<file path="config.mk">
export PLATFORM = sky130hd
export DESIGN_NAME = rss_narrow
export DESIGN_NICKNAME = d
export VERILOG_FILES = /design/src/hdl/rss_pkg.sv /design/src/hdl/rss_narrow.sv
export SDC_FILE = /design/constraint.sdc
export NUM_CORES = 1
export LEC_CHECK = 0
export BUFFER_PORTS_ARGS = -buffer_cell sky130_fd_sc_hd__buf_2
export CAP_MARGIN = 0
export CORE_ASPECT_RATIO = 1.1
export CORE_MARGIN = 10
export CORE_UTILIZATION = 55
export DETAILED_ROUTE_END_ITERATION = 16
export PLACE_DENSITY = 0.9
export SYNTH_ARGS = -nofsm -noshare
export SYNTH_HDL_FRONTEND = slang
export SYNTH_SLANG_ARGS = --single-unit
</file>
<file path="constraint.sdc">
create_clock -name vclk -period 5.4
set_clock_uncertainty 0.1 [all_clocks]
set_input_delay 0.54 -clock vclk [all_inputs]
set_output_delay 0.54 -clock vclk [all_outputs]
set_load 0.01 [all_outputs]
</file>
<file path="src/hdl/rss_pkg.sv">
`timescale 1ns / 1ps

package rss_pkg;

  localparam int DATA_W    = 32;
  localparam int LEN_W     = 11;
  localparam int IDX_W     = 10;
  localparam int POS_W     = 10;
  localparam int PADDR_W   = 3;
  localparam int PDATA_W   = 32;
  localparam int DEPTH_DEF = 1024;

  localparam logic CMD_WRITE  = 1'b0;
  localparam logic CMD_SEARCH = 1'b1;

  // register index, taken from paddr[2]
  localparam logic REG_LENGTH = 1'b0;

  typedef enum logic [1:0] {
    S_IDLE,
    S_READ,
    S_CMP_LO,
    S_CMP_HI
  } rss_state_t;

  typedef struct packed {
    logic hit;
    logic left_sorted;
    logic left_move_hi;
    logic right_move_hi;
  } rss_dec_t;

endpackage

</file>
<file path="src/hdl/rss_narrow.sv">
`timescale 1ns / 1ps

module rss_narrow (
  input  logic signed [rss_pkg::DATA_W-1:0] target,
  input  logic signed [rss_pkg::DATA_W-1:0] vm,
  input  logic signed [rss_pkg::DATA_W-1:0] vl,
  input  logic signed [rss_pkg::DATA_W-1:0] vh,
  output rss_pkg::rss_dec_t                 dec
);

  always_comb begin
    dec.hit           = (vm == target);
    dec.left_sorted   = (vl <= vm);
    dec.left_move_hi  = (vl <= target) && (target < vm);
    dec.right_move_hi = !((vm < target) && (target <= vh));
  end

endmodule

</file>
Word level (Yosys, flattened, before mapping) --
Index checks and enable logic that the tools add are counted.
Cells by class: magnitude comparators 5, equal/unequal tests 1, reductions and logical operators 3
Operators by type and width (number):
- less-or-equal comparator 32 bit | 3
- less-than comparator 32 bit | 2
- equality test 32 bit | 1
- logical AND 1 bit | 2
- zero test 1 bit | 1
Word-level totals: bits in registers 0, input port bits 128, output and inout port bits 4

Longest topological paths before layout --
depth after elaboration 3, gate-level depth with buffers 9, depth with buffers taken out 9

Worst setup path after synthesis --
Ideal clock, no wire load.
path kind input -> output, from input target[1] in the netlist's numbering, to output dec[0] in the netlist's numbering, data arrival time 2.381 ns, path slack 2.379 ns, cell stages on the path 9, cell sequence inv_1 > ha_1 > nor2b_4 > o211ai_2 > a21oi_1 > or4b_1 > a221oi_2 > mux2i_1 > o21ai_0
RTL lines:
- from (decl) | RTL line rss_narrow.sv:4 | input logic signed [rss_pkg::DATA_W-1:0] target,
- to (decl) | RTL line rss_narrow.sv:8 | output rss_pkg::rss_dec_t dec

==> reports/results.ini <==
[status]
run_status=finished clean

[routing]
vias_per_cell=5.52
route.detailed.wl_per_inst_um=15.3
drt_drc_violations_left=0
drt_first_iter_violations=81
vias=3436
drt_pass1_iterations=4
routed_wl_um=9520
detail-route-antenna-nets=0

[placement]
post_dp_cell_area_um2=3900
dp.final_hpwl_um=9080
place.port_buffers=132
gp_congestion=0.956
pre_cts_slack_ns=1.96

[finish]
fillers=469
fraction_of_final_layout_cells_with_drive_strength_greater_than_1=0.250
commonest_non_fill_non_tap_cells_in_the_layout=sky130_fd_sc_hd__buf_2 (132), sky130_fd_sc_hd__ha_1 (128), sky130_fd_sc_hd__inv_1 (96)
clock_buffer_count=0
flops_and_latches=0
mostFrequentLayoutCell=sky130_fd_sc_hd__buf_2
ff_latch_area_um2=0
syn2layout_area_growth_pct=24.0
post-route-cell-area_um2=3900
antenna_cells=0
finish.net_count=806

[global_routing]
antenna_found_initial=0
gr-total-overflow=0
number_of_global_route_vias_before_repair=3666
grt_start_max_net_pins=5
grt_pass1_wl_um=15700
global_route.usage.total=0.197

[timing]
final.setup.worst_slack_ns=1.95
setup_total_negative_slack_ns=0
period_share=0.638
grt_setup_unrepaired=no
timing_worst_slew_pin_value_ns=0.468
final_hold_viol_count=0
timing_max_transition_violations_final=0
max_slew_margin=0.685
final-setup-viol-count=0
fin_crit_ns=3.45
worst_hold_slack_ns=1.57
fmax_ghz=0.290

[critical_path]
timing.critical_path.arrival_ns=2.81
endpoint_kind=output pin
critical_path.startpoint_type=input pin
worstPathRequired_ns=4.76
cp_max_fo=3
crit_path_start=target[14]
crit_type=in2out

[floorplanning]
fp.dieW_um=92.1
start_util=0.575
coreArea_um2=5470
io_pins=132
die_y_um=99.3
rows=28
die_area_um2=9140

[synthesis]
synth_top_area_cell=sky130_fd_sc_hd__ha_1
post-synth-top-area-fraction=0.509
synth_nets=672
synthDistinctLibCells=41
syn_avg_cell_area_um2=7.56
yosys_warnings=0
synth_sequential_area_ratio=0
postSynthCellCount=416
ys_top_cells_by_area=sky130_fd_sc_hd__ha_1 (51%), sky130_fd_sc_hd__inv_1 (11%), sky130_fd_sc_hd__a21oi_1 (7.0%), sky130_fd_sc_hd__nand4_1 (4.6%), sky130_fd_sc_hd__a21o_1 (4.5%)
synth_area_um2=3140

[pwr]
post-layout-total-power_uw=285
total_leakage_power_nw=2.46
power.switching_uw=148
cellPowerDensity_nw_per_um2=73.0
power.share.combinational=1.000
internal_power_uw=136
ir_drop_uv=40.1
swShare=0.521
clock_network_power_share=0
pwr-share-seq=0

[min_path]
hold_start=vl[31]
hold-path-cell-count=4
holdCritPathClass=in2out

[cts]
postCtsSetupRepairBufs=0
cts_resized=0
cts_hold_buffers=0

[run]
maxCapViolCount=0

-- cell families after synthesis --
| family | after synthesis | synth area share |
|---|---|---|
| XOR/XNOR | 2 | 0.00557 |
| multiplexers | 2 | 0.00676 |
| adder cells (fa/ha/maj) | 128 | 0.509 |
| AO/OA/AOI/OAI | 99 | 0.204 |
| buffers and inverters | 96 | 0.115 |
| AND/OR/NAND/NOR | 89 | 0.160 |
-- layout make-up --
type	count	area (µm²)	share of cell area
Timing Repair Buffer	132	661	0.169
Tap cell	75	93.8	0.0241
Multi-Input combinational cell	320	2780	0.714
Inverter	96	360	0.0924
-- final timing paths --
check | endpoint | slack, ns
worst min-delay path | dec[2] | 1.57
worst max-delay path | dec[0] | 1.95
-- per-stage QoR --
stage                     instances  utilization
after CTS                       623        0.713
after global placement          623        0.713
after detailed placement        623        0.713
after global routing            623        0.713
final                           623        0.713
after floorplan                 416            -
-- routing by layer --
layer	vias up	GRT usage	routed length [µm]
met5	-	0	0
met4	0	0.0321	170
met3	18	0.0323	543
met2	101	0.387	4810
met1	1538	0.216	4000
li1	1779	-	-
-- power by group through the flow --
| stage | clock (mW) | sequential [mW] | combinational (mW) |
|---|---|---|---|
| after floorplan | 0 | 0 | 0.172 |
| after global placement | 0 | 0 | 0.267 |
| after detailed placement | 0 | 0 | 0.283 |
| after CTS | 0 | 0 | 0.285 |
| after global routing | 0 | 0 | 0.327 |
| final | 0 | 0 | 0.285 |
-- critical path, cell delays in order --
cell and delay [ns]:
sky130_fd_sc_hd__buf_2 0.09, sky130_fd_sc_hd__inv_1 0.05, sky130_fd_sc_hd__ha_1 0.33, sky130_fd_sc_hd__nand4_1 0.18
sky130_fd_sc_hd__or3_1 0.17, sky130_fd_sc_hd__a21oi_1 0.05, sky130_fd_sc_hd__or4b_1 0.54, sky130_fd_sc_hd__a221oi_2 0.25
sky130_fd_sc_hd__mux2i_1 0.27, sky130_fd_sc_hd__o21ai_0 0.16, sky130_fd_sc_hd__buf_2 0.17
-- cell usage after synthesis --
cell type,number
sky130_fd_sc_hd__mux2i_1,1
sky130_fd_sc_hd__nor3_1,3
sky130_fd_sc_hd__nand4b_1,1
sky130_fd_sc_hd__o21bai_1,1
sky130_fd_sc_hd__o41ai_1,1
sky130_fd_sc_hd__nand3_1,10
sky130_fd_sc_hd__or3_1,2
sky130_fd_sc_hd__or4_1,1
sky130_fd_sc_hd__a221oi_2,1
sky130_fd_sc_hd__or4b_1,1
sky130_fd_sc_hd__a21boi_0,1
sky130_fd_sc_hd__nand4_1,23
sky130_fd_sc_hd__and2_1,1
sky130_fd_sc_hd__o21ai_0,8
sky130_fd_sc_hd__o21a_1,3
sky130_fd_sc_hd__ha_1,128
sky130_fd_sc_hd__a21o_1,19
sky130_fd_sc_hd__nor2b_1,4
sky130_fd_sc_hd__nor2b_4,1
sky130_fd_sc_hd__a221o_1,2
sky130_fd_sc_hd__inv_1,96
sky130_fd_sc_hd__xor2_1,1
sky130_fd_sc_hd__mux2_2,1
sky130_fd_sc_hd__and4_1,7
sky130_fd_sc_hd__nor4_1,2
sky130_fd_sc_hd__o211ai_2,1
sky130_fd_sc_hd__a31oi_1,1
sky130_fd_sc_hd__nor4b_1,1
sky130_fd_sc_hd__o31ai_1,1
sky130_fd_sc_hd__o221ai_1,1
sky130_fd_sc_hd__a211oi_2,1
sky130_fd_sc_hd__and2_0,2
sky130_fd_sc_hd__xnor2_1,1
sky130_fd_sc_hd__a211oi_1,6
sky130_fd_sc_hd__a221oi_1,2
sky130_fd_sc_hd__nand2b_1,1
sky130_fd_sc_hd__nand2_1,20
sky130_fd_sc_hd__a21oi_1,44
sky130_fd_sc_hd__nor2_1,9
sky130_fd_sc_hd__o2bb2ai_1,1
sky130_fd_sc_hd__o211ai_1,5
Note: power is estimated with default switching activity, not from simulation.
